$ cat src/hw/rtl/osc_rk_pkg.sv
package osc_rk_pkg;

    localparam int WORD_BITS_DEF = 32;
    localparam int FRAC_BITS_DEF = 28;

    localparam int STEP_BITS  = 28;
    localparam logic [STEP_BITS-1:0] STEP_RESET = 28'd2684355;

    localparam int STAGES   = 7;
    localparam int NUM_COEF = 28;
    localparam int P_BASE   = 21;

    localparam int H_SHIFT    = 28;
    localparam int COEF_SHIFT = 32;

    typedef enum logic [0:0] {
        OP_ADVANCE = 1'b0,
        OP_LOAD    = 1'b1
    } opcode_t;

    typedef enum logic [3:0] {
        S_IDLE,
        S_ARG_INIT,
        S_MUL_START,
        S_PP,
        S_DRAIN,
        S_SAT,
        S_CONSUME,
        S_UPDATE,
        S_PUBLISH
    } ctl_state_t;

    typedef enum logic [1:0] {
        PH_TERM,
        PH_H,
        PH_WEIGHT
    } phase_t;

    typedef enum logic [3:0] {
        DP_NOP,
        DP_LOAD,
        DP_ARG_INIT,
        DP_MUL_K,
        DP_MUL_ARG,
        DP_PP,
        DP_SAT,
        DP_ACC_ARG,
        DP_STORE_K,
        DP_ACC_INC,
        DP_UPDATE,
        DP_PUBLISH
    } dp_op_t;

    typedef struct packed {
        dp_op_t     op;
        logic [2:0] k_idx;
        logic [4:0] coef_idx;
        logic [1:0] limb;
        logic       pass_y;
    } dp_cmd_t;

    // |coefficient| * 2^32, rounded half away from zero; stage rows, then weights
    localparam logic [63:0] COEF_MAG [NUM_COEF] = '{
        ((64'd1 << 33) + 64'd5) / 64'd10,
        ((64'd3 << 33) + 64'd40) / 64'd80,
        ((64'd9 << 33) + 64'd40) / 64'd80,
        ((64'd44 << 33) + 64'd45) / 64'd90,
        ((64'd56 << 33) + 64'd15) / 64'd30,
        ((64'd32 << 33) + 64'd9) / 64'd18,
        ((64'd19372 << 33) + 64'd6561) / 64'd13122,
        ((64'd25360 << 33) + 64'd2187) / 64'd4374,
        ((64'd64448 << 33) + 64'd6561) / 64'd13122,
        ((64'd212 << 33) + 64'd729) / 64'd1458,
        ((64'd9017 << 33) + 64'd3168) / 64'd6336,
        ((64'd355 << 33) + 64'd33) / 64'd66,
        ((64'd46732 << 33) + 64'd5247) / 64'd10494,
        ((64'd49 << 33) + 64'd176) / 64'd352,
        ((64'd5103 << 33) + 64'd18656) / 64'd37312,
        ((64'd35 << 33) + 64'd384) / 64'd768,
        64'd0,
        ((64'd500 << 33) + 64'd1113) / 64'd2226,
        ((64'd125 << 33) + 64'd192) / 64'd384,
        ((64'd2187 << 33) + 64'd6784) / 64'd13568,
        ((64'd11 << 33) + 64'd84) / 64'd168,
        ((64'd5179 << 33) + 64'd57600) / 64'd115200,
        64'd0,
        ((64'd7571 << 33) + 64'd16695) / 64'd33390,
        ((64'd393 << 33) + 64'd640) / 64'd1280,
        ((64'd92097 << 33) + 64'd339200) / 64'd678400,
        ((64'd187 << 33) + 64'd2100) / 64'd4200,
        ((64'd1 << 33) + 64'd40) / 64'd80
    };

    localparam logic [NUM_COEF-1:0] COEF_NEG =
        (28'd1 << 4) | (28'd1 << 7) | (28'd1 << 9) | (28'd1 << 11) |
        (28'd1 << 14) | (28'd1 << 19) | (28'd1 << 25);

endpackage

$ cat src/hw/rtl/osc_rk_ifs.sv
interface osc_rk_cmd_if;
    import osc_rk_pkg::*;
    logic               valid;
    logic               ready;
    opcode_t            opcode;
    logic signed [31:0] load_pos;
    logic signed [31:0] load_vel;
    modport source (output valid, opcode, load_pos, load_vel, input ready);
    modport sink   (input valid, opcode, load_pos, load_vel, output ready);
endinterface

interface osc_rk_res_if;
    logic               valid;
    logic               ready;
    logic signed [31:0] pos_value;
    logic signed [31:0] vel_value;
    modport source (output valid, pos_value, vel_value, input ready);
    modport sink   (input valid, pos_value, vel_value, output ready);
endinterface

interface osc_rk_cfg_if;
    import osc_rk_pkg::*;
    logic                 valid;
    logic                 ready;
    logic [STEP_BITS-1:0] step_size;
    modport source (output valid, step_size, input ready);
    modport sink   (input valid, step_size, output ready);
endinterface

$ cat src/hw/rtl/osc_rk_ctrl.sv
module osc_rk_ctrl (
    input  logic                clk,
    input  logic                rst_n,
    input  logic                cmd_valid,
    input  osc_rk_pkg::opcode_t cmd_opcode,
    output logic                cmd_ready,
    output logic                res_valid,
    input  logic                res_ready,
    output osc_rk_pkg::dp_cmd_t dp_cmd
);
    import osc_rk_pkg::*;

    localparam logic [2:0] LAST_STAGE = 3'(STAGES - 1);
    localparam logic [1:0] LAST_LIMB  = 2'd3;

    ctl_state_t state_reg, state_next;
    phase_t     phase_reg, phase_next;
    logic [2:0] stage_reg, stage_next;
    logic [2:0] term_reg, term_next;
    logic [4:0] cidx_reg, cidx_next;
    logic [1:0] limb_reg, limb_next;
    logic       pass_reg, pass_next;
    logic       out_valid_reg, out_valid_next;

    always_ff @(posedge clk or negedge rst_n)
    begin
        if (!rst_n)
        begin
            state_reg     <= S_IDLE;
            phase_reg     <= PH_TERM;
            stage_reg     <= '0;
            term_reg      <= '0;
            cidx_reg      <= '0;
            limb_reg      <= '0;
            pass_reg      <= 1'b0;
            out_valid_reg <= 1'b0;
        end
        else
        begin
            state_reg     <= state_next;
            phase_reg     <= phase_next;
            stage_reg     <= stage_next;
            term_reg      <= term_next;
            cidx_reg      <= cidx_next;
            limb_reg      <= limb_next;
            pass_reg      <= pass_next;
            out_valid_reg <= out_valid_next;
        end
    end

    always_comb
    begin
        state_next     = state_reg;
        phase_next     = phase_reg;
        stage_next     = stage_reg;
        term_next      = term_reg;
        cidx_next      = cidx_reg;
        limb_next      = limb_reg;
        pass_next      = pass_reg;
        out_valid_next = out_valid_reg && !res_ready;
        cmd_ready      = 1'b0;

        dp_cmd.op       = DP_NOP;
        dp_cmd.k_idx    = (phase_reg == PH_TERM) ? term_reg : stage_reg;
        dp_cmd.coef_idx = (phase_reg == PH_WEIGHT) ? 5'(P_BASE) + 5'(stage_reg) : cidx_reg;
        dp_cmd.limb     = limb_reg;
        dp_cmd.pass_y   = pass_reg;

        unique case (state_reg)
            S_IDLE:
            begin
                cmd_ready = 1'b1;
                if (cmd_valid)
                begin
                    if (cmd_opcode == OP_LOAD)
                    begin
                        dp_cmd.op  = DP_LOAD;
                        state_next = S_PUBLISH;
                    end
                    else
                    begin
                        pass_next  = 1'b0;
                        stage_next = '0;
                        cidx_next  = '0;
                        state_next = S_ARG_INIT;
                    end
                end
            end
            S_ARG_INIT:
            begin
                dp_cmd.op  = DP_ARG_INIT;
                term_next  = '0;
                phase_next = (stage_reg == '0) ? PH_H : PH_TERM;
                state_next = S_MUL_START;
            end
            S_MUL_START:
            begin
                dp_cmd.op  = (phase_reg == PH_H) ? DP_MUL_ARG : DP_MUL_K;
                limb_next  = '0;
                state_next = S_PP;
            end
            S_PP:
            begin
                dp_cmd.op = DP_PP;
                limb_next = limb_reg + 2'd1;
                if (limb_reg == LAST_LIMB)
                begin
                    state_next = S_DRAIN;
                end
            end
            S_DRAIN:
            begin
                state_next = S_SAT;
            end
            S_SAT:
            begin
                dp_cmd.op  = DP_SAT;
                state_next = S_CONSUME;
            end
            S_CONSUME:
            begin
                unique case (phase_reg)
                    PH_TERM:
                    begin
                        dp_cmd.op  = DP_ACC_ARG;
                        cidx_next  = cidx_reg + 5'd1;
                        term_next  = term_reg + 3'd1;
                        if (3'(term_reg + 3'd1) == stage_reg)
                        begin
                            phase_next = PH_H;
                        end
                        state_next = S_MUL_START;
                    end
                    PH_H:
                    begin
                        dp_cmd.op = DP_STORE_K;
                        if (stage_reg == LAST_STAGE)
                        begin
                            stage_next = '0;
                            phase_next = PH_WEIGHT;
                            state_next = S_MUL_START;
                        end
                        else
                        begin
                            stage_next = stage_reg + 3'd1;
                            state_next = S_ARG_INIT;
                        end
                    end
                    PH_WEIGHT:
                    begin
                        dp_cmd.op = DP_ACC_INC;
                        if (stage_reg == LAST_STAGE)
                        begin
                            state_next = S_UPDATE;
                        end
                        else
                        begin
                            stage_next = stage_reg + 3'd1;
                            state_next = S_MUL_START;
                        end
                    end
                    default:
                    begin
                        state_next = S_IDLE;
                    end
                endcase
            end
            S_UPDATE:
            begin
                dp_cmd.op = DP_UPDATE;
                if (!pass_reg)
                begin
                    pass_next  = 1'b1;
                    stage_next = '0;
                    cidx_next  = '0;
                    state_next = S_ARG_INIT;
                end
                else
                begin
                    state_next = S_PUBLISH;
                end
            end
            S_PUBLISH:
            begin
                if (!out_valid_reg || res_ready)
                begin
                    dp_cmd.op      = DP_PUBLISH;
                    out_valid_next = 1'b1;
                    state_next     = S_IDLE;
                end
            end
            default:
            begin
                state_next = S_IDLE;
            end
        endcase
    end

    assign res_valid = out_valid_reg;

endmodule

$ cat src/hw/rtl/osc_rk_dp.sv
module osc_rk_dp #(
    parameter int WORD_BITS = osc_rk_pkg::WORD_BITS_DEF,
    parameter int FRAC_BITS = osc_rk_pkg::FRAC_BITS_DEF
) (
    input  logic                                clk,
    input  logic                                rst_n,
    input  osc_rk_pkg::dp_cmd_t                 dp_cmd,
    input  logic signed [31:0]                  load_pos,
    input  logic signed [31:0]                  load_vel,
    input  logic                                cfg_we,
    input  logic [osc_rk_pkg::STEP_BITS-1:0]    cfg_data,
    output logic signed [31:0]                  pos_value,
    output logic signed [31:0]                  vel_value
);
    import osc_rk_pkg::*;

    localparam int W = WORD_BITS;
    localparam logic signed [W-1:0] MAXW = {1'b0, {(W-1){1'b1}}};
    localparam logic signed [W-1:0] MINW = {1'b1, {(W-1){1'b0}}};
    localparam logic signed [63:0] MAXW64 = 64'(MAXW);
    localparam logic signed [63:0] MINW64 = 64'(MINW);
    localparam logic [63:0] MAXMAG = 64'(MAXW);
    localparam logic signed [63:0] MAX32 = 64'sd2147483647;
    localparam logic signed [63:0] MIN32 = -64'sd2147483648;
    localparam logic signed [W-1:0] VEL_INIT =
        (FRAC_BITS >= W - 1) ? MAXW : W'(1) << FRAC_BITS;

    function automatic logic signed [W-1:0] sat_add(
        input logic signed [W-1:0] a,
        input logic signed [W-1:0] b
    );
        logic [W:0] s;
        s = {a[W-1], a} + {b[W-1], b};
        if (s[W] != s[W-1])
        begin
            return s[W] ? MINW : MAXW;
        end
        return s[W-1:0];
    endfunction

    function automatic logic signed [W-1:0] sat_neg(input logic signed [W-1:0] a);
        return (a == MINW) ? MAXW : -a;
    endfunction

    function automatic logic [63:0] mag64(input logic signed [W-1:0] v);
        logic signed [63:0] e;
        e = 64'(v);
        return v[W-1] ? 64'(-e) : 64'(e);
    endfunction

    function automatic logic signed [W-1:0] load_word(input logic signed [31:0] v);
        logic signed [63:0] e;
        e = 64'(v);
        if (e > MAXW64)
        begin
            return MAXW;
        end
        if (e < MINW64)
        begin
            return MINW;
        end
        return W'(e);
    endfunction

    function automatic logic signed [31:0] out_word(input logic signed [W-1:0] v);
        logic signed [63:0] e;
        e = 64'(v);
        if (e > MAX32)
        begin
            return 32'sh7fffffff;
        end
        if (e < MIN32)
        begin
            return 32'sh80000000;
        end
        return 32'(e);
    endfunction

    logic signed [W-1:0] pos_reg, vel_reg;
    logic [STEP_BITS-1:0] h_reg;

    logic signed [W-1:0] arg_reg, inc_reg, mres_reg;
    logic signed [W-1:0] k_reg [STAGES];
    logic [63:0]  ma_reg, mb_reg;
    logic         neg_reg, sh_h_reg;
    logic [63:0]  prod_reg;
    logic [1:0]   pp_sh_reg;
    logic         pp_valid_reg;
    logic [127:0] acc_reg;
    logic signed [31:0] out_pos_reg, out_vel_reg;

    logic signed [W-1:0] k_sel, arg_h;
    logic [31:0]  a_limb, b_limb;
    logic [127:0] pp_term, q;
    logic [63:0]  limit, mag;
    logic         over;

    assign k_sel  = k_reg[dp_cmd.k_idx];
    assign arg_h  = dp_cmd.pass_y ? sat_neg(arg_reg) : arg_reg;
    assign a_limb = dp_cmd.limb[1] ? ma_reg[63:32] : ma_reg[31:0];
    assign b_limb = dp_cmd.limb[0] ? mb_reg[63:32] : mb_reg[31:0];
    assign pp_term = {64'd0, prod_reg} << {pp_sh_reg, 5'd0};

    // rounding bias is preloaded into the accumulator, so only shift and clip here
    always_comb
    begin
        q     = sh_h_reg ? (acc_reg >> H_SHIFT) : (acc_reg >> COEF_SHIFT);
        limit = MAXMAG + 64'(neg_reg);
        over  = (q[127:64] != '0) || (q[63:0] > limit);
        mag   = over ? limit : q[63:0];
    end

    always_ff @(posedge clk or negedge rst_n)
    begin
        if (!rst_n)
        begin
            pos_reg      <= '0;
            vel_reg      <= VEL_INIT;
            h_reg        <= STEP_RESET;
            pp_valid_reg <= 1'b0;
        end
        else
        begin
            pp_valid_reg <= (dp_cmd.op == DP_PP);
            if (cfg_we)
            begin
                h_reg <= cfg_data;
            end
            if (dp_cmd.op == DP_LOAD)
            begin
                pos_reg <= load_word(load_pos);
                vel_reg <= load_word(load_vel);
            end
            else if (dp_cmd.op == DP_UPDATE)
            begin
                if (dp_cmd.pass_y)
                begin
                    vel_reg <= sat_add(vel_reg, inc_reg);
                end
                else
                begin
                    pos_reg <= sat_add(pos_reg, inc_reg);
                end
            end
        end
    end

    always_ff @(posedge clk)
    begin
        if (pp_valid_reg)
        begin
            acc_reg <= acc_reg + pp_term;
        end
        unique case (dp_cmd.op)
            DP_ARG_INIT:
            begin
                // x pass runs on y, y pass runs on the new x
                arg_reg <= dp_cmd.pass_y ? pos_reg : vel_reg;
            end
            DP_MUL_K:
            begin
                ma_reg   <= mag64(k_sel);
                mb_reg   <= COEF_MAG[dp_cmd.coef_idx];
                neg_reg  <= k_sel[W-1] ^ COEF_NEG[dp_cmd.coef_idx];
                sh_h_reg <= 1'b0;
                acc_reg  <= 128'd1 << (COEF_SHIFT - 1);
            end
            DP_MUL_ARG:
            begin
                ma_reg   <= mag64(arg_h);
                mb_reg   <= 64'(h_reg);
                neg_reg  <= arg_h[W-1];
                sh_h_reg <= 1'b1;
                acc_reg  <= 128'd1 << (H_SHIFT - 1);
            end
            DP_PP:
            begin
                prod_reg  <= 64'(a_limb) * 64'(b_limb);
                pp_sh_reg <= 2'(dp_cmd.limb[1]) + 2'(dp_cmd.limb[0]);
            end
            DP_SAT:
            begin
                mres_reg <= neg_reg ? W'(-mag) : W'(mag);
            end
            DP_ACC_ARG:
            begin
                arg_reg <= sat_add(arg_reg, mres_reg);
            end
            DP_STORE_K:
            begin
                k_reg[dp_cmd.k_idx] <= mres_reg;
                inc_reg             <= '0;
            end
            DP_ACC_INC:
            begin
                inc_reg <= sat_add(inc_reg, mres_reg);
            end
            DP_PUBLISH:
            begin
                out_pos_reg <= out_word(pos_reg);
                out_vel_reg <= out_word(vel_reg);
            end
            default:
            begin
            end
        endcase
    end

    assign pos_value = out_pos_reg;
    assign vel_value = out_vel_reg;

endmodule

$ cat src/hw/rtl/oscillator_rk_step.sv
// Harmonic oscillator integrator (x' = y, y' = -x), one Dormand-Prince step
// per advance item, seven stages on x then seven on y, combined with the
// fourth-order weights, all in saturating signed fixed point. A load item sets
// x and y. Every item returns one result with both values. One item is
// processed at a time: the next item is accepted only after the result of
// the last one has entered the result slot, which waits while it is full.
// Every multiply uses the single shared 32x32 multiplier: each of the 70
// constant or step multiplies goes through it as four accumulated limb
// products with rounding. step_size may be written at any time the block is
// idle; the cfg channel is always ready.
module oscillator_rk_step #(
    parameter int WORD_BITS = osc_rk_pkg::WORD_BITS_DEF,
    parameter int FRAC_BITS = osc_rk_pkg::FRAC_BITS_DEF
) (
    input  logic         clk,
    input  logic         rst_n,
    osc_rk_cmd_if.sink   cmd,
    osc_rk_res_if.source result,
    osc_rk_cfg_if.sink   cfg
);
    import osc_rk_pkg::*;

    dp_cmd_t dp_cmd;

    assign cfg.ready = 1'b1;

    osc_rk_ctrl u_ctrl (
        .clk        (clk),
        .rst_n      (rst_n),
        .cmd_valid  (cmd.valid),
        .cmd_opcode (cmd.opcode),
        .cmd_ready  (cmd.ready),
        .res_valid  (result.valid),
        .res_ready  (result.ready),
        .dp_cmd     (dp_cmd)
    );

    osc_rk_dp #(
        .WORD_BITS (WORD_BITS),
        .FRAC_BITS (FRAC_BITS)
    ) u_dp (
        .clk       (clk),
        .rst_n     (rst_n),
        .dp_cmd    (dp_cmd),
        .load_pos  (cmd.load_pos),
        .load_vel  (cmd.load_vel),
        .cfg_we    (cfg.valid),
        .cfg_data  (cfg.step_size),
        .pos_value (result.pos_value),
        .vel_value (result.vel_value)
    );

endmodule

$ cat src/flat_wrapper.sv
// flat-port wrapper written by rule: the top's interface ports become plain ports
module oscillator_rk_step_flat import osc_rk_pkg::*;
#(
    parameter int WORD_BITS = osc_rk_pkg::WORD_BITS_DEF,
    parameter int FRAC_BITS = osc_rk_pkg::FRAC_BITS_DEF
)
  (clk, rst_n, cmd_valid, cmd_opcode, cmd_load_pos, cmd_load_vel, cmd_ready, result_valid, result_pos_value, result_vel_value, result_ready, cfg_valid, cfg_step_size, cfg_ready);
  osc_rk_cmd_if cmd_i ();
  osc_rk_res_if result_i ();
  osc_rk_cfg_if cfg_i ();
  input  logic clk;
  input  logic rst_n;
  input wire logic [$bits(cmd_i.valid)-1:0] cmd_valid;
  input wire logic [$bits(cmd_i.opcode)-1:0] cmd_opcode;
  input wire logic [$bits(cmd_i.load_pos)-1:0] cmd_load_pos;
  input wire logic [$bits(cmd_i.load_vel)-1:0] cmd_load_vel;
  output wire logic [$bits(cmd_i.ready)-1:0] cmd_ready;
  output wire logic [$bits(result_i.valid)-1:0] result_valid;
  output wire logic [$bits(result_i.pos_value)-1:0] result_pos_value;
  output wire logic [$bits(result_i.vel_value)-1:0] result_vel_value;
  input wire logic [$bits(result_i.ready)-1:0] result_ready;
  input wire logic [$bits(cfg_i.valid)-1:0] cfg_valid;
  input wire logic [$bits(cfg_i.step_size)-1:0] cfg_step_size;
  output wire logic [$bits(cfg_i.ready)-1:0] cfg_ready;
  assign cmd_i.valid = cmd_valid;
  assign cmd_i.opcode = cmd_opcode;
  assign cmd_i.load_pos = cmd_load_pos;
  assign cmd_i.load_vel = cmd_load_vel;
  assign cmd_ready = cmd_i.ready;
  assign result_valid = result_i.valid;
  assign result_pos_value = result_i.pos_value;
  assign result_vel_value = result_i.vel_value;
  assign result_i.ready = result_ready;
  assign cfg_i.valid = cfg_valid;
  assign cfg_i.step_size = cfg_step_size;
  assign cfg_ready = cfg_i.ready;
  oscillator_rk_step #(.WORD_BITS(WORD_BITS), .FRAC_BITS(FRAC_BITS)) u_core (.clk(clk), .rst_n(rst_n), .cmd(cmd_i), .result(result_i), .cfg(cfg_i));
endmodule
$ cat config.mk
export PLATFORM = sky130hd
export DESIGN_NAME = oscillator_rk_step_flat
export DESIGN_NICKNAME = d
export VERILOG_FILES = /design/src/hw/rtl/osc_rk_pkg.sv /design/src/hw/rtl/osc_rk_ifs.sv /design/src/hw/rtl/osc_rk_ctrl.sv /design/src/hw/rtl/osc_rk_dp.sv /design/src/hw/rtl/oscillator_rk_step.sv /design/src/flat_wrapper.sv
export SDC_FILE = /design/constraint.sdc
export NUM_CORES = 2
export LEC_CHECK = 0
export ABC_AREA = 1
export BUFFER_PORTS_ARGS = -buffer_cell sky130_fd_sc_hd__buf_4
export CAP_MARGIN = 20
export CORE_MARGIN = 4
export CORE_UTILIZATION = 40
export CTS_CLUSTER_DIAMETER = 60
export DETAILED_ROUTE_END_ITERATION = 6
export PLACE_DENSITY = 0.57
export SLEW_MARGIN = 15
export SYNTH_ARGS = -nofsm -noshare
export SYNTH_HDL_FRONTEND = slang
export SYNTH_SLANG_ARGS = --single-unit
$ cat constraint.sdc
create_clock -name clk -period 11 [get_ports clk]
set_clock_uncertainty 0.05 [all_clocks]
set_input_delay 2.2 -clock clk [delete_from_list [all_inputs] [get_ports clk]]
set_output_delay 2.2 -clock clk [all_outputs]
set_load 0.005 [all_outputs]
==> summary.md <==
The run finished, with violations left. The final reports fail on design-rule violations. After floorplanning, the core was divided into 171 placement rows. The peak supply drop came out at 125.9 uV. For the aggregate global routing overflow, the log shows 0. For the wire length of the first global-routing pass, the log shows 503.1 mm. Clock tree synthesis found a total of 793 sinks. Compared with the post-synthesis result, the final layout area differs by 9.275%.

The H-tree generated during clock tree synthesis spans 3 levels. The number of flops mapped to enable cells by yosys was 679; the I/O pin total was 165. After routing the design area is 96250 um2. The region available for standard cell placement spans 218000 um2. On the worst path, the slowest cell contributes a delay of 0.78 ns. Dividing total power by cell area gives a power density of 72.34 nW/um2. Buffers inserted during clock tree synthesis total 105.

The tools report the count of pins over their slew limit as 0. The cell that appears most often on the critical path is sky130_fd_sc_hd__fa_1. Using the TritonRoute via totals, the vias-per-cell ratio works out to 5.558.

Timing would allow up to 0.1039 GHz. The count of nets left with antenna violations once routing finished came out at 0. After clock tree synthesis, the clock-pin slew on the worst setup and hold paths is 0.06 ns. The later pin in the worst-skew pair is clocked with a latency of 0.77 ns. Yosys printed 0 warnings.

The number of global-route vias before repair was 76977; the leakage power figure was 46.58 nW. In this run the worst path has a maximum fanout of 20. Of the synthesized area, sequential elements account for 26.41%. Setup violations remaining at the end of the flow were counted as 0. For the number of antenna violations at the first check in global routing, the log shows 23. The global placer's final weighted congestion is 1.039. After layout, the worst path uses 87.53% of the clock period.

The tools report the critical path arrival as 10.00 ns. Setup repair after global routing left no endpoint under its margin. The tools report the post-synthesis cell area as 88080 um2.

After the first detailed-routing iteration, the DRC count stood at 8676. Detailed routing inserted a total of 78422 vias. The wire-length estimate of the detail-placed layout is 274.8 mm. Across every metal layer, demand over resource in global routing totals 29.37%.

STA classifies the critical path endpoint as a flip-flop. Once the floorplan was initialized, standard cells occupied 40.40% of the core. Buffers inserted to repair hold after CTS numbered 0.

In this run the worst hold path is classified as flip-flop to flip-flop. Counting the fill cells in the layout gives 21748. Cells with a size suffix above 1 make up 6.296% of the layout.

The flip-flop count of the largest register, all copies and words added was 224; the clock tree buffer depth was 3. TritonCTS built the clock tree. Post-cts sizing count: 0. The tightest hold path in the finished design has a slack of 0.4459 ns. STA classifies the critical path startpoint as a flip-flop.

Maximum number of pins on one net before global-route repair: 98. In the routed design, unresolved DRC markers number 2. The flip-flop and latch count after synthesis came out at 793.

Dividing the detail-routed wire length by the instance count gives 24.29 um. The area of placed instances is 92520 um2, and the overall die area is 227800 um2. The tools report the max-slew headroom at the worst pin as 15.90%. Of all flip-flops after synthesis, the portion carrying an async set or reset was 14.38%.

The critical path contains buffers and inverters numbering 8 combined. For this run, the detailed router's first-pass iteration total came to 7. In this run, distinct cell masters in the synthesized netlist total 81. The run gives 11123 as the number of instances in the synthesized netlist. The clock period could shrink to 9.628 ns. The final sum of negative setup slack is 0 ns, and the worst-margin pin slew is 1.248 ns. The x dimension of the die is 477.3 um. Dominant synthesized flop cell: sky130_fd_sc_hd__edfxtp_1.

The tools report the reported max-cap violation count as 0. Data on the critical path is required at its endpoint by 11.37 ns. The family of cells with the greatest summed delay on the critical path is adder cells. The worst setup path is of the flip-flop to flip-flop kind. In this run, placement finished with an instance count of 13902. Among all stages on the critical path, the largest delay is contributed by sky130_fd_sc_hd__nand2_1. The routed design has 342.8 mm of wire. At the end of the flow, the number of nets in the layout was 12727. The root buffer cell chosen for the clock tree is sky130_fd_sc_hd__clkbuf_16.

After clock tree synthesis, the setup repair step added 0 buffers. The run gives 0 as the number of hold violations in the final report. The count of buffers added on input and output ports is 163. Non-filler instance count after layout: 14111. The chip height was 477.3 um; the mean instance size in the synthesized netlist was 7.919 um2.
## area by class of cell
cell class	count	area, um2	area share (%)
Sequential cell	793	23260	24.17
Multi-Input combinational cell	8060	56290	58.48
Tap cell	2854	3571	3.710
Timing Repair Buffer	300	2276	2.365
Clock inverter	72	912.1	0.9477
Antenna cell	11	27.53	0.02860
Inverter	1895	7123	7.401
Clock buffer	126	2789	2.898
## worst register-to-register path: cells and delay by family (launching register included)
family / cells / cell delay [ns]
adders and majority gates: 9 / 4.41
and+or+nand+nor: 7 / 1.94
buffers and inverters: 8 / 1.82
AOI/OAI and AO/OA: 3 / 0.54
DFF: 1 / 0.47
xor gates and xnor gates: 1 / 0.09
## worst paths after layout
check	start	to	slack [ns]	cells after the start
setup / recovery	u_core.u_ctrl.limb_reg[0]$_DFFE_PN0P_	u_core.u_dp.prod_reg[61]$_DFFE_PP_	1.37	28
hold / removal	u_core.u_dp.h_reg[8]$_DFFE_PN1P_	u_core.u_dp.h_reg[8]$_DFFE_PN1P_	0.45	2
setup reg to reg	u_core.u_ctrl.limb_reg[0]$_DFFE_PN0P_	u_core.u_dp.prod_reg[61]$_DFFE_PP_	1.37	28
hold reg to reg	u_core.u_dp.h_reg[8]$_DFFE_PN1P_	u_core.u_dp.h_reg[8]$_DFFE_PN1P_	0.45	2
max in group asynchronous	rst_n	u_core.u_dp.pos_reg[29]$_DFFE_PN0P_	7.99	2
min in group asynchronous	rst_n	u_core.u_dp.h_reg[2]$_DFFE_PN0P_	1.38	1
## synth_stat cells, types with 13 or more instances
master                     number  share of area (%)
sky130_fd_sc_hd__inv_1       1851                7.9
sky130_fd_sc_hd__ha_1         573                8.1
sky130_fd_sc_hd__xor2_1       136                1.4
sky130_fd_sc_hd__nand4_1       90               0.64
sky130_fd_sc_hd__a221oi_1      17               0.17
sky130_fd_sc_hd__clkinv_1      14              0.060
sky130_fd_sc_hd__buf_6         14               0.18
sky130_fd_sc_hd__a22oi_1       35               0.30
sky130_fd_sc_hd__nor4_1        38               0.27
sky130_fd_sc_hd__fa_1         901                 20
sky130_fd_sc_hd__o21ai_0      596                3.4
sky130_fd_sc_hd__edfxtp_1     679                 23
sky130_fd_sc_hd__buf_2         42               0.24
sky130_fd_sc_hd__nor2_2        19               0.13
sky130_fd_sc_hd__nand2_1     2148                9.2
sky130_fd_sc_hd__buf_1         20              0.085
sky130_fd_sc_hd__mux2_2        13               0.17
sky130_fd_sc_hd__o21bai_1      36               0.31
sky130_fd_sc_hd__clkbuf_1     308                1.3
sky130_fd_sc_hd__nand3_1      350                2.0
sky130_fd_sc_hd__a21oi_1      698                4.0
sky130_fd_sc_hd__dfrtp_1      101                2.9
sky130_fd_sc_hd__nor2_1      1677                7.1
sky130_fd_sc_hd__o21ai_1       65               0.37
sky130_fd_sc_hd__o211ai_1      38               0.32
sky130_fd_sc_hd__nand3b_1      17               0.14
sky130_fd_sc_hd__inv_2         26               0.11
sky130_fd_sc_hd__a21boi_0      14               0.12
sky130_fd_sc_hd__dfstp_2       13               0.39
sky130_fd_sc_hd__o22ai_1       16               0.11
sky130_fd_sc_hd__a21o_1        44               0.38
sky130_fd_sc_hd__nand2_2       17               0.12
sky130_fd_sc_hd__or2_2         43               0.31
sky130_fd_sc_hd__xnor2_1      134                1.3
sky130_fd_sc_hd__o21a_1        41               0.35
sky130_fd_sc_hd__a211oi_1      16               0.14
sky130_fd_sc_hd__nor3_1        68               0.39
sky130_fd_sc_hd__a31oi_1       50               0.36
sky130_fd_sc_hd__buf_4         22               0.19
## metal layers
| metal | GRT usage [%] | routed length, um | part of all wire, % |
|---|---|---|---|
| met4 | 12.44 | 16750 | 4.9 |
| met5 | 0 | 55 | 0.016 |
| met3 | 7.291 | 34830 | 10 |
| met1 | 40.72 | 145600 | 42 |
| met2 | 43.73 | 145600 | 42 |
## report_power, final
| part | switching, mW | leakage (nW) | internal [mW] |
|---|---|---|---|
| Combinational | 0.0364 | 36.6 | 0.0312 |
| Sequential | 0.00364 | 8.23 | 3.24 |
| Clock | 1.52 | 1.80 | 2.14 |
## logic make-up after synthesis
logic type	count (synthesis)	synth area share, %
and+or+nand+nor	4532	21.00
buffers and inverters	2301	10.09
AOI/OAI and AO/OA	1728	10.91
adders and majority gates	1474	28.62
DFF	793	26.41
xor gates and xnor gates	271	2.703
muxes	22	0.2685
other	2	0.008526
## layout by cell type, fill, tap and decap left out, types with 14 or more instances in the layout
cell type                   Yosys  routed
sky130_fd_sc_hd__clkbuf_1     308      15
sky130_fd_sc_hd__o21ai_1       65      58
sky130_fd_sc_hd__nor2_1      1677    1669
sky130_fd_sc_hd__o22ai_1       16      16
sky130_fd_sc_hd__a31oi_1       50      50
sky130_fd_sc_hd__a22oi_1       35      35
sky130_fd_sc_hd__nor3_1        68      66
sky130_fd_sc_hd__a21o_1        44      44
sky130_fd_sc_hd__a221oi_1      17      17
sky130_fd_sc_hd__o21ai_0      596     577
sky130_fd_sc_hd__clkinv_1      14      23
sky130_fd_sc_hd__a211oi_1      16      16
sky130_fd_sc_hd__nor2_2        19      19
sky130_fd_sc_hd__dfrtp_1      101     100
sky130_fd_sc_hd__nand3b_1      17      17
sky130_fd_sc_hd__ha_1         573     573
sky130_fd_sc_hd__fa_1         901     901
sky130_fd_sc_hd__o21bai_1      36      36
sky130_fd_sc_hd__nor4_1        38      38
sky130_fd_sc_hd__buf_4         22     298
sky130_fd_sc_hd__or2_2         43      42
sky130_fd_sc_hd__nand2_2       17      18
sky130_fd_sc_hd__xor2_1       136     136
sky130_fd_sc_hd__clkbuf_16      0     107
sky130_fd_sc_hd__a21oi_1      698     698
sky130_fd_sc_hd__xnor2_1      134     134
sky130_fd_sc_hd__inv_2         26      27
sky130_fd_sc_hd__inv_6          0      14
sky130_fd_sc_hd__o211ai_1      38      38
sky130_fd_sc_hd__edfxtp_1     679     679
sky130_fd_sc_hd__nand2_1     2148    2146
sky130_fd_sc_hd__nand3_1      350     350
sky130_fd_sc_hd__a21boi_0      14      14
sky130_fd_sc_hd__o21a_1        41      41
sky130_fd_sc_hd__o21ai_2        6      24
sky130_fd_sc_hd__conb_1         2      33
sky130_fd_sc_hd__inv_1       1851    1850
sky130_fd_sc_hd__nand4_1       90      90
## stage by stage
stage	power [mW]	utilization [%]	setup slack [ns]
after global routing	7.168	44.14	0.9742
after CTS	7.029	44.13	1.552
after global placement	3.372	42.42	1.648
final	6.963	44.15	1.372
after floorplan	3.323	-	3.305
after detailed placement	3.373	42.44	1.634
Power figures use the tool's default switching activity.
